`src/rtl/core/hex_dump_formatter_core_assert.svh`:
```
// Assertion macros for the hex dump formatter core.
// HDF_ASSERT expects clk_i and rst_ni, HDF_ASSERT_ALWAYS only clk_i, in the scope where it is used.
`ifndef HEX_DUMP_FORMATTER_CORE_ASSERT_SVH
`define HEX_DUMP_FORMATTER_CORE_ASSERT_SVH

`ifndef ASSERT_OFF

// Checked at every rising clock edge outside of reset.
`define HDF_ASSERT(lbl, prop, msg) \
  lbl: assert property (@(posedge clk_i) disable iff (!rst_ni) prop) else $error(msg);

// Checked at every rising clock edge, reset included.
`define HDF_ASSERT_ALWAYS(lbl, prop, msg) \
  lbl: assert property (@(posedge clk_i) prop) else $error(msg);

`else

`define HDF_ASSERT(lbl, prop, msg)
`define HDF_ASSERT_ALWAYS(lbl, prop, msg)

`endif

`endif

```
`src/rtl/core/hdf_pkg.sv`:
```
`timescale 1ns / 1ps

package hdf_pkg;

  localparam int unsigned UPC_W = 4;

  // Microprogram step addresses.
  localparam logic [UPC_W-1:0] ST_NL     = 4'd0;
  localparam logic [UPC_W-1:0] ST_OFF    = 4'd1;
  localparam logic [UPC_W-1:0] ST_SP_A   = 4'd2;
  localparam logic [UPC_W-1:0] ST_SP_B   = 4'd3;
  localparam logic [UPC_W-1:0] ST_HALF   = 4'd4;
  localparam logic [UPC_W-1:0] ST_HI     = 4'd5;
  localparam logic [UPC_W-1:0] ST_LO     = 4'd6;
  localparam logic [UPC_W-1:0] ST_SEP    = 4'd7;
  localparam logic [UPC_W-1:0] ST_PADH   = 4'd8;
  localparam logic [UPC_W-1:0] ST_PAD_A  = 4'd9;
  localparam logic [UPC_W-1:0] ST_PAD_B  = 4'd10;
  localparam logic [UPC_W-1:0] ST_PAD_C  = 4'd11;
  localparam logic [UPC_W-1:0] ST_BAR_SP = 4'd12;
  localparam logic [UPC_W-1:0] ST_BAR_L  = 4'd13;
  localparam logic [UPC_W-1:0] ST_PRV    = 4'd14;
  localparam logic [UPC_W-1:0] ST_BAR_R  = 4'd15;

  localparam logic [6:0] CH_NL    = 7'h0A;
  localparam logic [6:0] CH_SPACE = 7'h20;
  localparam logic [6:0] CH_BAR   = 7'h7C;
  localparam logic [6:0] CH_DOT   = 7'h2E;
  localparam logic [7:0] PRINT_LO = 8'h20;
  localparam logic [7:0] PRINT_HI = 8'h7E;

  typedef enum logic [2:0] {
    SRC_LIT,
    SRC_OFF,
    SRC_HI,
    SRC_LO,
    SRC_PRV
  } src_e;

  typedef enum logic [1:0] {
    COND_ALWAYS,
    COND_NL,
    COND_HALF_POS,
    COND_HALF_IDX
  } cond_e;

  typedef enum logic [2:0] {
    BR_NEXT,
    BR_MID,
    BR_DIG,
    BR_CLOSE,
    BR_PAD,
    BR_CLR,
    BR_PRV,
    BR_END
  } br_e;

  typedef enum logic [1:0] {
    IDX_HOLD,
    IDX_POS1,
    IDX_INC,
    IDX_CLR
  } idx_op_e;

  typedef struct packed {
    src_e             src;
    logic [6:0]       lit;
    cond_e            cond;
    br_e              br;
    logic [UPC_W-1:0] tgt;
  } uword_t;

  // Control from the sequencer to the datapath.
  typedef struct packed {
    logic       emit;
    src_e       src;
    logic [6:0] lit;
    logic       last;
    idx_op_e    idx_op;
    logic       dig_dec;
    logic       done;
  } ctrl_t;

  // Status from the datapath to the sequencer.
  typedef struct packed {
    logic pos_zero;
    logic past_first;
    logic pos_half;
    logic pos_last;
    logic close;
    logic idx_half;
    logic idx_last;
    logic idx_eq_pos;
    logic dig_zero;
  } stat_t;

  function automatic uword_t uw(src_e s, logic [6:0] l, cond_e c, br_e b,
                                logic [UPC_W-1:0] t);
    uword_t w;
    w.src  = s;
    w.lit  = l;
    w.cond = c;
    w.br   = b;
    w.tgt  = t;
    return w;
  endfunction

  // The microprogram: one control word per step.
  function automatic uword_t ucode(logic [UPC_W-1:0] step);
    uword_t w;
    case (step)
      ST_NL:     w = uw(SRC_LIT, CH_NL,    COND_NL,       BR_MID,   ST_HALF);
      ST_OFF:    w = uw(SRC_OFF, CH_SPACE, COND_ALWAYS,   BR_DIG,   ST_OFF);
      ST_SP_A:   w = uw(SRC_LIT, CH_SPACE, COND_ALWAYS,   BR_NEXT,  ST_NL);
      ST_SP_B:   w = uw(SRC_LIT, CH_SPACE, COND_ALWAYS,   BR_NEXT,  ST_NL);
      ST_HALF:   w = uw(SRC_LIT, CH_SPACE, COND_HALF_POS, BR_NEXT,  ST_NL);
      ST_HI:     w = uw(SRC_HI,  CH_SPACE, COND_ALWAYS,   BR_NEXT,  ST_NL);
      ST_LO:     w = uw(SRC_LO,  CH_SPACE, COND_ALWAYS,   BR_NEXT,  ST_NL);
      ST_SEP:    w = uw(SRC_LIT, CH_SPACE, COND_ALWAYS,   BR_CLOSE, ST_BAR_SP);
      ST_PADH:   w = uw(SRC_LIT, CH_SPACE, COND_HALF_IDX, BR_NEXT,  ST_NL);
      ST_PAD_A:  w = uw(SRC_LIT, CH_SPACE, COND_ALWAYS,   BR_NEXT,  ST_NL);
      ST_PAD_B:  w = uw(SRC_LIT, CH_SPACE, COND_ALWAYS,   BR_NEXT,  ST_NL);
      ST_PAD_C:  w = uw(SRC_LIT, CH_SPACE, COND_ALWAYS,   BR_PAD,   ST_PADH);
      ST_BAR_SP: w = uw(SRC_LIT, CH_SPACE, COND_ALWAYS,   BR_NEXT,  ST_NL);
      ST_BAR_L:  w = uw(SRC_LIT, CH_BAR,   COND_ALWAYS,   BR_CLR,   ST_NL);
      ST_PRV:    w = uw(SRC_PRV, CH_DOT,   COND_ALWAYS,   BR_PRV,   ST_PRV);
      ST_BAR_R:  w = uw(SRC_LIT, CH_BAR,   COND_ALWAYS,   BR_END,   ST_NL);
      default:   w = uw(SRC_LIT, CH_BAR,   COND_ALWAYS,   BR_END,   ST_NL);
    endcase
    return w;
  endfunction

  function automatic logic [6:0] hex_char(logic [3:0] nib);
    logic [6:0] n;
    n = {3'b000, nib};
    return (nib < 4'd10) ? (7'h30 + n) : (7'h57 + n);
  endfunction

  function automatic logic [6:0] preview_char(logic [7:0] v);
    return (v >= PRINT_LO && v <= PRINT_HI) ? v[6:0] : CH_DOT;
  endfunction

endpackage

```
`src/rtl/core/hdf_seq.sv`:
```
`timescale 1ns / 1ps

module hdf_seq (
  input  logic            clk_i,
  input  logic            rst_ni,
  input  logic            start_i,
  input  logic            adv_i,
  input  hdf_pkg::stat_t  stat_i,
  output hdf_pkg::ctrl_t  ctrl_o
);
  import hdf_pkg::*;

  logic [UPC_W-1:0] upc_q, upc_d;
  uword_t           word;
  logic             emit;

  assign word = ucode(upc_q);

  always_comb begin
    case (word.cond)
      COND_ALWAYS:   emit = 1'b1;
      COND_NL:       emit = stat_i.pos_zero && stat_i.past_first;
      COND_HALF_POS: emit = stat_i.pos_half;
      COND_HALF_IDX: emit = stat_i.idx_half;
      default:       emit = 1'b0;
    endcase
  end

  // Branch decision: the word names the kind of jump and its target.
  always_comb begin
    upc_d          = upc_q + UPC_W'(1);
    ctrl_o.emit    = emit;
    ctrl_o.src     = word.src;
    ctrl_o.lit     = word.lit;
    ctrl_o.idx_op  = IDX_HOLD;
    ctrl_o.dig_dec = 1'b0;
    ctrl_o.done    = 1'b0;
    case (word.br)
      BR_NEXT: ;
      BR_MID: begin
        if (!stat_i.pos_zero) upc_d = word.tgt;
      end
      BR_DIG: begin
        if (!stat_i.dig_zero) begin
          upc_d          = word.tgt;
          ctrl_o.dig_dec = 1'b1;
        end
      end
      BR_CLOSE: begin
        if (!stat_i.close) begin
          ctrl_o.done = 1'b1;
        end else if (stat_i.pos_last) begin
          upc_d = word.tgt;
        end else begin
          ctrl_o.idx_op = IDX_POS1;
        end
      end
      BR_PAD: begin
        if (!stat_i.idx_last) begin
          upc_d         = word.tgt;
          ctrl_o.idx_op = IDX_INC;
        end
      end
      BR_CLR: ctrl_o.idx_op = IDX_CLR;
      BR_PRV: begin
        if (!stat_i.idx_eq_pos) begin
          upc_d         = word.tgt;
          ctrl_o.idx_op = IDX_INC;
        end
      end
      BR_END:  ctrl_o.done = 1'b1;
      default: ctrl_o.done = 1'b1;
    endcase
    ctrl_o.last = ctrl_o.done;
  end

  always_ff @(posedge clk_i or negedge rst_ni) begin
    if (!rst_ni) begin
      upc_q <= ST_NL;
    end else if (start_i) begin
      upc_q <= ST_NL;
    end else if (adv_i) begin
      upc_q <= upc_d;
    end
  end

endmodule

```
`src/rtl/core/hdf_dp.sv`:
```
`timescale 1ns / 1ps

module hdf_dp #(
  parameter int unsigned ROW_BYTES     = 16,
  parameter int unsigned OFFSET_DIGITS = 8
) (
  input  logic            clk_i,
  input  logic            rst_ni,
  input  logic            start_i,
  input  logic [7:0]      byte_i,
  input  logic            final_i,
  input  logic            adv_i,
  input  hdf_pkg::ctrl_t  ctrl_i,
  output hdf_pkg::stat_t  stat_o,
  output logic [6:0]      char_o,
  output logic            final_o,
  output logic            wrapped_o
);
  import hdf_pkg::*;

  localparam int unsigned IDX_W = $clog2(ROW_BYTES);
  localparam int unsigned DIG_W = $clog2(OFFSET_DIGITS);
  localparam logic [IDX_W-1:0] LAST_IDX = IDX_W'(ROW_BYTES - 1);
  localparam logic [IDX_W-1:0] HALF_IDX = IDX_W'(ROW_BYTES / 2);
  localparam logic [DIG_W-1:0] DIG_TOP  = DIG_W'(OFFSET_DIGITS - 1);

  logic [7:0]       row_store [ROW_BYTES];
  logic [7:0]       byte_q;
  logic             final_q;
  logic             wflag_q;
  logic [IDX_W-1:0] pos_q;
  logic [IDX_W-1:0] idx_q;
  logic [DIG_W-1:0] dig_q;
  logic [31:0]      offset_q;
  logic             past_q;
  logic             wrap_q;
  logic [3:0]       off_nib;

  always_ff @(posedge clk_i) begin
    if (start_i) begin
      row_store[pos_q] <= byte_i;
      byte_q           <= byte_i;
    end
  end

  always_ff @(posedge clk_i or negedge rst_ni) begin
    if (!rst_ni) begin
      final_q  <= 1'b0;
      wflag_q  <= 1'b0;
      pos_q    <= '0;
      idx_q    <= '0;
      dig_q    <= '0;
      offset_q <= '0;
      past_q   <= 1'b0;
      wrap_q   <= 1'b0;
    end else if (start_i) begin
      final_q <= final_i;
      wflag_q <= wrap_q || (&offset_q);
      dig_q   <= DIG_TOP;
    end else if (adv_i) begin
      case (ctrl_i.idx_op)
        IDX_POS1: idx_q <= pos_q + IDX_W'(1);
        IDX_INC:  idx_q <= idx_q + IDX_W'(1);
        IDX_CLR:  idx_q <= '0;
        default:  idx_q <= idx_q;
      endcase
      if (ctrl_i.dig_dec) dig_q <= dig_q - DIG_W'(1);
      if (ctrl_i.done) begin
        if (final_q) begin
          pos_q    <= '0;
          offset_q <= '0;
          past_q   <= 1'b0;
          wrap_q   <= 1'b0;
        end else begin
          offset_q <= offset_q + 32'd1;
          wrap_q   <= wflag_q;
          if (pos_q == LAST_IDX) begin
            pos_q  <= '0;
            past_q <= 1'b1;
          end else begin
            pos_q <= pos_q + IDX_W'(1);
          end
        end
      end
    end
  end

  assign off_nib = offset_q[{dig_q, 2'b00} +: 4];

  always_comb begin
    case (ctrl_i.src)
      SRC_LIT: char_o = ctrl_i.lit;
      SRC_OFF: char_o = hex_char(off_nib);
      SRC_HI:  char_o = hex_char(byte_q[7:4]);
      SRC_LO:  char_o = hex_char(byte_q[3:0]);
      SRC_PRV: char_o = preview_char(row_store[idx_q]);
      default: char_o = ctrl_i.lit;
    endcase
  end

  assign stat_o.pos_zero   = (pos_q == '0);
  assign stat_o.past_first = past_q;
  assign stat_o.pos_half   = (pos_q == HALF_IDX);
  assign stat_o.pos_last   = (pos_q == LAST_IDX);
  assign stat_o.close      = final_q || (pos_q == LAST_IDX);
  assign stat_o.idx_half   = (idx_q == HALF_IDX);
  assign stat_o.idx_last   = (idx_q == LAST_IDX);
  assign stat_o.idx_eq_pos = (idx_q == pos_q);
  assign stat_o.dig_zero   = (dig_q == '0);

  assign final_o   = final_q;
  assign wrapped_o = wflag_q;

endmodule

```
`src/rtl/core/hex_dump_formatter_core.sv`:
```
`timescale 1ns / 1ps

// Hex dump formatter. Bytes enter on the s_axis channel (tdata = the byte,
// tlast = last byte of the stream) and the canonical dump text leaves on the
// m_axis channel, one ASCII character per transfer. On the output, tlast marks
// the last character caused by one input byte, tuser[0] the last character of
// the whole dump and tuser[1] that the 32-bit offset counter has wrapped.
// A byte is accepted, then a 16-step microprogram runs one step per cycle while
// the output register has room, each step yielding at most one character. A
// byte in the middle of a row runs 5 steps; the first byte of a row adds
// OFFSET_DIGITS + 2 steps for the offset and the two spaces after it, and the
// byte that closes a row adds four steps per missing byte for the padding,
// three for the bars and the space before them and one per row byte for the
// preview. s_axis_tready_o is high whenever no byte is in work, so the next
// byte is taken while the last character of the previous one still waits in
// the output register. When the receiver stalls, the sequencer holds its step
// until the output register frees up. Reset clears the offset, row position
// and flags, as does the byte marked last, so a new dump starts.
module hex_dump_formatter_core #(
  parameter int unsigned ROW_BYTES     = 16,
  parameter int unsigned OFFSET_DIGITS = 8
) (
  input  logic       clk_i,
  input  logic       rst_ni,
  input  logic       s_axis_tvalid_i,
  output logic       s_axis_tready_o,
  input  logic [7:0] s_axis_tdata_i,  // [7:0] data_byte
  input  logic       s_axis_tlast_i,  // final_byte
  output logic       m_axis_tvalid_o,
  input  logic       m_axis_tready_i,
  output logic [7:0] m_axis_tdata_o,  // [6:0] text_char, [7] zero
  output logic       m_axis_tlast_o,  // run_end
  output logic [1:0] m_axis_tuser_o   // [0] dump_end, [1] offset_wrapped
);
  import hdf_pkg::*;

  `include "hex_dump_formatter_core_assert.svh"

  ctrl_t      ctrl;
  stat_t      stat;
  logic       busy_q;
  logic       start;
  logic       adv;
  logic       load;
  logic [6:0] char_d;
  logic       byte_final;
  logic       wrapped;

  logic       out_valid_q;
  logic [6:0] out_char_q;
  logic       out_run_end_q;
  logic       out_dump_end_q;
  logic       out_wrapped_q;

  assign s_axis_tready_o = !busy_q;
  assign start           = s_axis_tvalid_i && !busy_q;
  // A step moves on only if the output register has room, whether or not it emits a character.
  assign adv             = busy_q && (!out_valid_q || m_axis_tready_i);
  assign load            = adv && ctrl.emit;

  hdf_seq u_seq (
    .clk_i   (clk_i),
    .rst_ni  (rst_ni),
    .start_i (start),
    .adv_i   (adv),
    .stat_i  (stat),
    .ctrl_o  (ctrl)
  );

  hdf_dp #(
    .ROW_BYTES     (ROW_BYTES),
    .OFFSET_DIGITS (OFFSET_DIGITS)
  ) u_dp (
    .clk_i     (clk_i),
    .rst_ni    (rst_ni),
    .start_i   (start),
    .byte_i    (s_axis_tdata_i),
    .final_i   (s_axis_tlast_i),
    .adv_i     (adv),
    .ctrl_i    (ctrl),
    .stat_o    (stat),
    .char_o    (char_d),
    .final_o   (byte_final),
    .wrapped_o (wrapped)
  );

  always_ff @(posedge clk_i or negedge rst_ni) begin
    if (!rst_ni) begin
      busy_q      <= 1'b0;
      out_valid_q <= 1'b0;
    end else begin
      if (start) begin
        busy_q <= 1'b1;
      end else if (adv && ctrl.done) begin
        busy_q <= 1'b0;
      end
      if (load) begin
        out_valid_q <= 1'b1;
      end else if (m_axis_tready_i) begin
        out_valid_q <= 1'b0;
      end
    end
  end

  always_ff @(posedge clk_i) begin
    if (load) begin
      out_char_q     <= char_d;
      out_run_end_q  <= ctrl.last;
      out_dump_end_q <= ctrl.last && byte_final;
      out_wrapped_q  <= wrapped;
    end
  end

  assign m_axis_tvalid_o = out_valid_q;
  assign m_axis_tdata_o  = {1'b0, out_char_q};
  assign m_axis_tlast_o  = out_run_end_q;
  assign m_axis_tuser_o  = {out_wrapped_q, out_dump_end_q};

  // The last step of a byte always produces a character that closes the run.
  `HDF_ASSERT(a_done_emits, (adv && ctrl.done) |-> (ctrl.emit && ctrl.last), "no closing char")
  // Characters come only out of a running microprogram.
  `HDF_ASSERT(a_load_busy, load |-> $past(busy_q) || busy_q, "character loaded while idle")
  // An accepted byte starts the sequencer on the next cycle.
  `HDF_ASSERT(a_start_busy, start |=> busy_q, "accepted byte did not start the sequencer")
  // The end of the dump is always also the end of a byte's run.
  `HDF_ASSERT(a_dump_run, (m_axis_tvalid_o && m_axis_tuser_o[0]) |-> m_axis_tlast_o, "bad tlast")

endmodule
```
`config.mk`:
```
export PLATFORM = sky130hd
export DESIGN_NAME = hex_dump_formatter_core
export DESIGN_NICKNAME = d
export VERILOG_FILES = /design/src/rtl/core/hdf_pkg.sv /design/src/rtl/core/hdf_seq.sv /design/src/rtl/core/hdf_dp.sv /design/src/rtl/core/hex_dump_formatter_core.sv
export VERILOG_INCLUDE_DIRS = /design/src /design/src/rtl/core
export SDC_FILE = /design/constraint.sdc
export NUM_CORES = 1
export LEC_CHECK = 0
export BUFFER_PORTS_ARGS = -buffer_cell sky130_fd_sc_hd__clkbuf_2
export CAP_MARGIN = 15
export CORE_ASPECT_RATIO = 0.6
export CORE_MARGIN = 1.5
export CORE_UTILIZATION = 40
export CTS_BUF_LIST = sky130_fd_sc_hd__clkbuf_16
export DETAILED_ROUTE_END_ITERATION = 12
export GPL_TIMING_DRIVEN = 0
export PLACE_DENSITY_LB_ADDON = 0.2
export SETUP_SLACK_MARGIN = 0.4
export SLEW_MARGIN = 0
export SYNTH_ARGS = -nofsm -noshare
export SYNTH_HDL_FRONTEND = slang
export SYNTH_HIERARCHICAL = 1
export SYNTH_SLANG_ARGS = --single-unit
```
`constraint.sdc`:
```
create_clock -name clk_i -period 8 [get_ports clk_i]
set_input_delay 0.8 -clock clk_i [delete_from_list [all_inputs] [get_ports clk_i]]
set_output_delay 0.8 -clock clk_i [all_outputs]
set_load 0.01 [all_outputs]
```
# == Word level (Yosys, flattened, before mapping) ==
# Memory sizes are Yosys's and may differ from the RTL's.
# Index checks and enable logic that the tools add are counted.
# op_classes
add_sub_neg,11
order_cmp,5
eq_ne,22
shifts,1
muxes,40
bitwise,1
reduce_logical,26
# ops
operator,n
$mux 4,10
$add 32x1->32 const B,1
$mux 32,1
$reduce_and 32->1,1
$shiftx 32x6->4,1
$mux 7,4
$pmux 7 s4,1
$add 6x4->7 const A,3
$add 7x4->7 const A,3
$pmux 4 s5,1
$eq 4x4->1 const B,4
$eq 3x3->1 const B,5
$mux 1,13
$add 4x1->4 const B,3
$eq 3x2->1 const B,4
$lt 4x4->1 const B,3
$pmux 4 s3,1
$reduce_bool 2->1,5
$mux 3,3
$eq 2x2->1 const B,4
$ge 8x6->1 const B,1
$le 8x7->1 const B,1
$pmux 2 s4,1
$logic_and 1x1->1,7
17 further kinds,25
# word_totals
regBits,71
mem_bits_rw,128
rom_bits,288
in_bits,13
word_cells,124
n_memories,2
# memory_table
name,depth,word_bits,rd,rd_clocked_by_memory_dff,wr,line,rtl
(name not given),16,18,1,0,0,hdf_pkg.sv:111,case (step)
u_dp.row_store,16,8,1,0,1,hdf_dp.sv:27,logic [7:0] row_store [ROW_BYTES];

# == Logic depth before layout (Yosys ltp) ==
# logic_depth
depth_word,7
depth_mapped,13
mapped_depth_nobuf,12

# == Modules after synthesis ==
# Netlist, hierarchy kept.
# by_module_without_submodules
module,instances,cells_per_inst,area_each_um2,seq_area_each_um2
hdf_dp,1,640,8719.6,5260.0
hdf_seq,1,143,1052.3,100.1
hex_dump_formatter_core,1,26,440.4,350.3

# == Worst setup path before layout ==
# No wires, ideal clock.
# synth_timing
kind,reg-to-reg
startpoint,register u_seq.upc_q[1]
endpoint,register u_dp.offset_q[26]
arrival_time_ns,3.077
required_ns,7.922
setup_slack_ns,4.845
stages_incl_launch_ff,13
period_less_slack_ns,3.155
path_cell_list,dfrtp_1 inv_1 ha_1 nor3b_2 a21oi_1 buf_2 a211oi_1 nand3b_1 or4_4 nor2_4 nand2_2 or3_1 a21oi_1
# synth_lines
item,line,rtl
"start, declared",hdf_seq.sv:13,"logic [UPC_W-1:0] upc_q, upc_d;"
"start signal, assigned",hdf_seq.sv:83,upc_q <= upc_d;
"end signal, assigned",hdf_dp.sv:75,offset_q <= offset_q + 32'd1;
"end, declared",hdf_dp.sv:34,logic [31:0] offset_q;

==> impl_summary.md <==
Clock network
The clock reaches the later pin of the worst-skew pair after 460 ps. The CTS buffer count is 17. The cell at the root of the clock tree is clkbuf_16. The maximum root-to-sink buffer count is 2. Clock-pin slew was measured on the worst setup and hold paths at 70 ps.

The count of hold-fix buffers inserted at cts is 0. The CTS sink count is 199. The number of gates resized after CTS is 0.

TritonCTS built the clock tree. The H-tree was split into 4 levels. After clock tree synthesis, the setup repair step added 0 buffers.

Yosys
The synthesized netlist occupies a cell area of 10,200 µm². For this run, the number of Yosys warnings is 6. The mux cell area share after synthesis is 10.6%. The net count after synthesis is 840. The top cell type by area accounts for 42.9% of the synthesized area. The share of the yosys chip area belonging to registers is 55.9%. Sorting the synthesized cells by area gives the leading types as edfxtp_1, dfrtp_1, mux4_2, mux2i_1, nand2_1. Of all cell types, the one taking the most synthesized area is edfxtp_1. In this run the mean area of a mapped cell was 12.6 µm². The commonest cells after synthesis are edfxtp_1, nand2_1, dfrtp_1, nor2_1, a21oi_1. By area, the combinational part of the netlist is dominated by simple AND/OR/NAND/NOR gates. The register bit total from synthesis is 199.

The fraction of the mapped netlist area in compound gates is 10.6%. The dominant synthesized flop cell is edfxtp_1. Counting flops with a built-in enable in the synthesized netlist gives 146. Synthesis produced a netlist whose cell count is 809. The async set-or-reset flop fraction in the synthesized netlist is 26.6%. The post-synthesis xor/xnor area fraction is 2.82%. The adder-cell share of the synthesized area is 2.30%. Among all cell types in the netlist, the one instantiated most often is edfxtp_1. Of the total synthesized cell area, the portion taken by AND, OR, NAND and NOR gates is 13.9%.

The unique cell type count in the Yosys netlist is 94.

Worst setup path
STA puts the critical path data arrival time at 4810 ps. The critical path starts at u_seq/upc_q[0]. In this run the worst path has a maximum fanout of 10.

The required time of the worst setup path is 8360 ps. The kind of end point of the critical path is a flop. The worst register-to-register path begins at u_seq/upc_q[0]. The critical path is of the reg -> reg type. STA classifies the critical path startpoint as a flop.

Timing
Setup repair after global routing left no endpoint under its margin. The fmax is 0.225 GHz. Setup violations remaining at the end of the flow were counted as 0. The max-slew violation total from the final report is 0.

The worst-case hold slack is 445 ps. The worst path needs 4450 ps of the cycle, external delays included. The final worst clock skew is 12.7 ps. The count of final hold-check violations is 0. The max-slew headroom at the worst pin is 40.2%. In the finished design, the share of the clock period the worst path needs comes to 55.6%. Adding up every negative setup slack in the final design gives 0 ps. The transition time of the tightest slew-check pin is 892 ps.

Global route
The first global-routing pass estimated 39,400 µm of wire. The initial antenna violation count is 0. Entering global routing, the biggest net connects 54 pins. The all-layer global routing usage is 20.4%.

The via count of the first global-routing pass is 6,145. After global routing the overflow that remains totals 0.

Finish
The fraction of final layout cells with drive strength greater than 1 is 17.0%. The number of nets in the layout is 883. The number of antenna diodes in the final layout is 0. The signed area change from the synthesized netlist to the final layout is 10.8%.

Route
In this run, the number of DRC markers left after iteration 0 of detailed routing was 765. The number of design rule violations left after detail routing is 0. The detailed-route vias per instance is 5.78. The remaining antenna violation count is 0. The average wire per standard cell is 21.6 µm. For this block, the routed nets add up to 25,800 µm of wire. The final route contains 6,904 vias. The first TritonRoute pass finished after 5 iterations.

Min path
The worst hold-check path type is in -> async.

Die
The I/O pin count is 26. The floorplan core area is 25,200 µm². The die covers 26,500 µm². The number of standard-cell rows in the floorplan is 45. The height of the chip is 127 µm. The horizontal die dimension is 209 µm. The initial utilization of the core area, before any placement, comes to 40.6%.

Outcome
The flow ran to the end, and the final reports show no timing, DRC or antenna violations.

Job
Across the run, the number of max-cap violations was 0.

Place
The HPWL reported at the end of detailed placement is 18,800 µm. The congestion estimate from routability-driven global placement came to 0.918. The number of buffers added on ports is 24.

Power
The maximum vdd ir drop is 0.169 mV. The power density relative to cell area is 328 nW/µm². The standby leakage power is 0.00429 µW.
==> worst paths after layout <==
| check | to | depth (start not counted) | slack, ps |
|---|---|---|---|
| worst max register to register | u_dp/offset_q[26] | 11 | 3550 |
| worst max-delay path | u_dp/offset_q[26] | 11 | 3550 |
| worst min register to register | u_dp/wrap_q | 2 | 480 |
| worst min-delay path | u_dp/offset_q[0] | 1 | 450 |
| min in group clk_i | u_dp/wrap_q | 2 | 480 |
| max in group asynchronous | u_dp/offset_q[26] | 1 | 7030 |
==> per-layer routing <==
| layer | vias to the layer above | part of all wire, % | track usage (%) |
|---|---|---|---|
| li1 | 3153 | - | - |
| met1 | 3452 | 54 | 35.2 |
| met2 | 277 | 35 | 22.8 |
| met3 | 22 | 10 | 5.99 |
| met4 | 0 | 1.1 | 5.67 |
| met5 | - | 0 | 0 |
==> logic make-up after synthesis <==
group | after synthesis
buf+inv | 70
other cells | 2
fa+ha+maj | 19
simple gates | 268
compound gates | 155
mux | 64
xor+xnor | 32
flops | 199
==> through the flow <==
stage / setup slack, ps / total power [µW] / instance area, µm² / instances / utilization [%]
6_report: 3550 / 3710 / 11300 / 1194 / 45.0
5_1_grt: 3320 / 3900 / 11300 / 1194 / 45.0
4_1_cts: 3660 / 3690 / 11300 / 1194 / 45.0
3_5_place_dp: 3700 / 2840 / 10700 / 1162 / 42.7
3_3_place_gp: 3640 / 2850 / 10700 / 1162 / 42.7
2_1_floorplan: 4850 / 2400 / 10200 / 809 / -
==> state kept, by name, summed over array words and instances, names as in the netlist <==
name	flops
m_axis_tvalid_o	1
u_dp/idx_q	4
out_dump_end_q	1
u_dp/wrap_q	1
u_seq/upc_q	4
u_dp/offset_q	32
busy_q	1
u_dp/wrapped_o	1
u_dp/row_store	128
u_dp/final_o	1
out_wrapped_q	1
u_dp/dig_q	3
u_dp/past_q	1
m_axis_tlast_o	1
u_dp/pos_q	4
u_dp/byte_q	8
out_char_q	7
==> layout make-up <==
cell class / count / area, µm²
multi-input cells: 540 / 4120
plain buffers: 42 / 277
fillers: 2286 / 13800
repair buffers: 24 / 123
clock inverters: 15 / 146
inverters: 28 / 105
well taps: 329 / 412
clock buffers: 17 / 425
flip-flops and latches: 199 / 5710
==> cell usage in the layout (no fill, tap or decap), types with 21 or more instances in the layout <==
master    instances
edfxtp_1        146
nand2_1          64
dfrtp_1          53
nor2_1           52
a21oi_1          40
o21ai_0          31
inv_1            29
nand3_1          27
mux4_2           26
mux2i_1          25
clkbuf_2         23
and3_1           22
and2_1           21
==> worst max-delay path, stage by stage, from the launching register on <==
cell and delay, ps:
dfrtp_1 570, ha_1 230, nor3b_2 450, a21oi_1 150
buf_2 230, a211oi_1 760, nand3b_1 400, or4_4 680
nor2_4 170, nand2_2 150, or3_1 380, a21oi_1 180
==> where the power goes <==
group	leakage [µW]	switching, µW	internal [µW]	total [µW]
clock	0.000272	417	437	854
sequential	0.00201	93.9	1210	1310
combinational	0.00202	943	607	1550
total	0.00429	1450	2260	3710
Note: power is estimated with default switching activity, not from simulation.
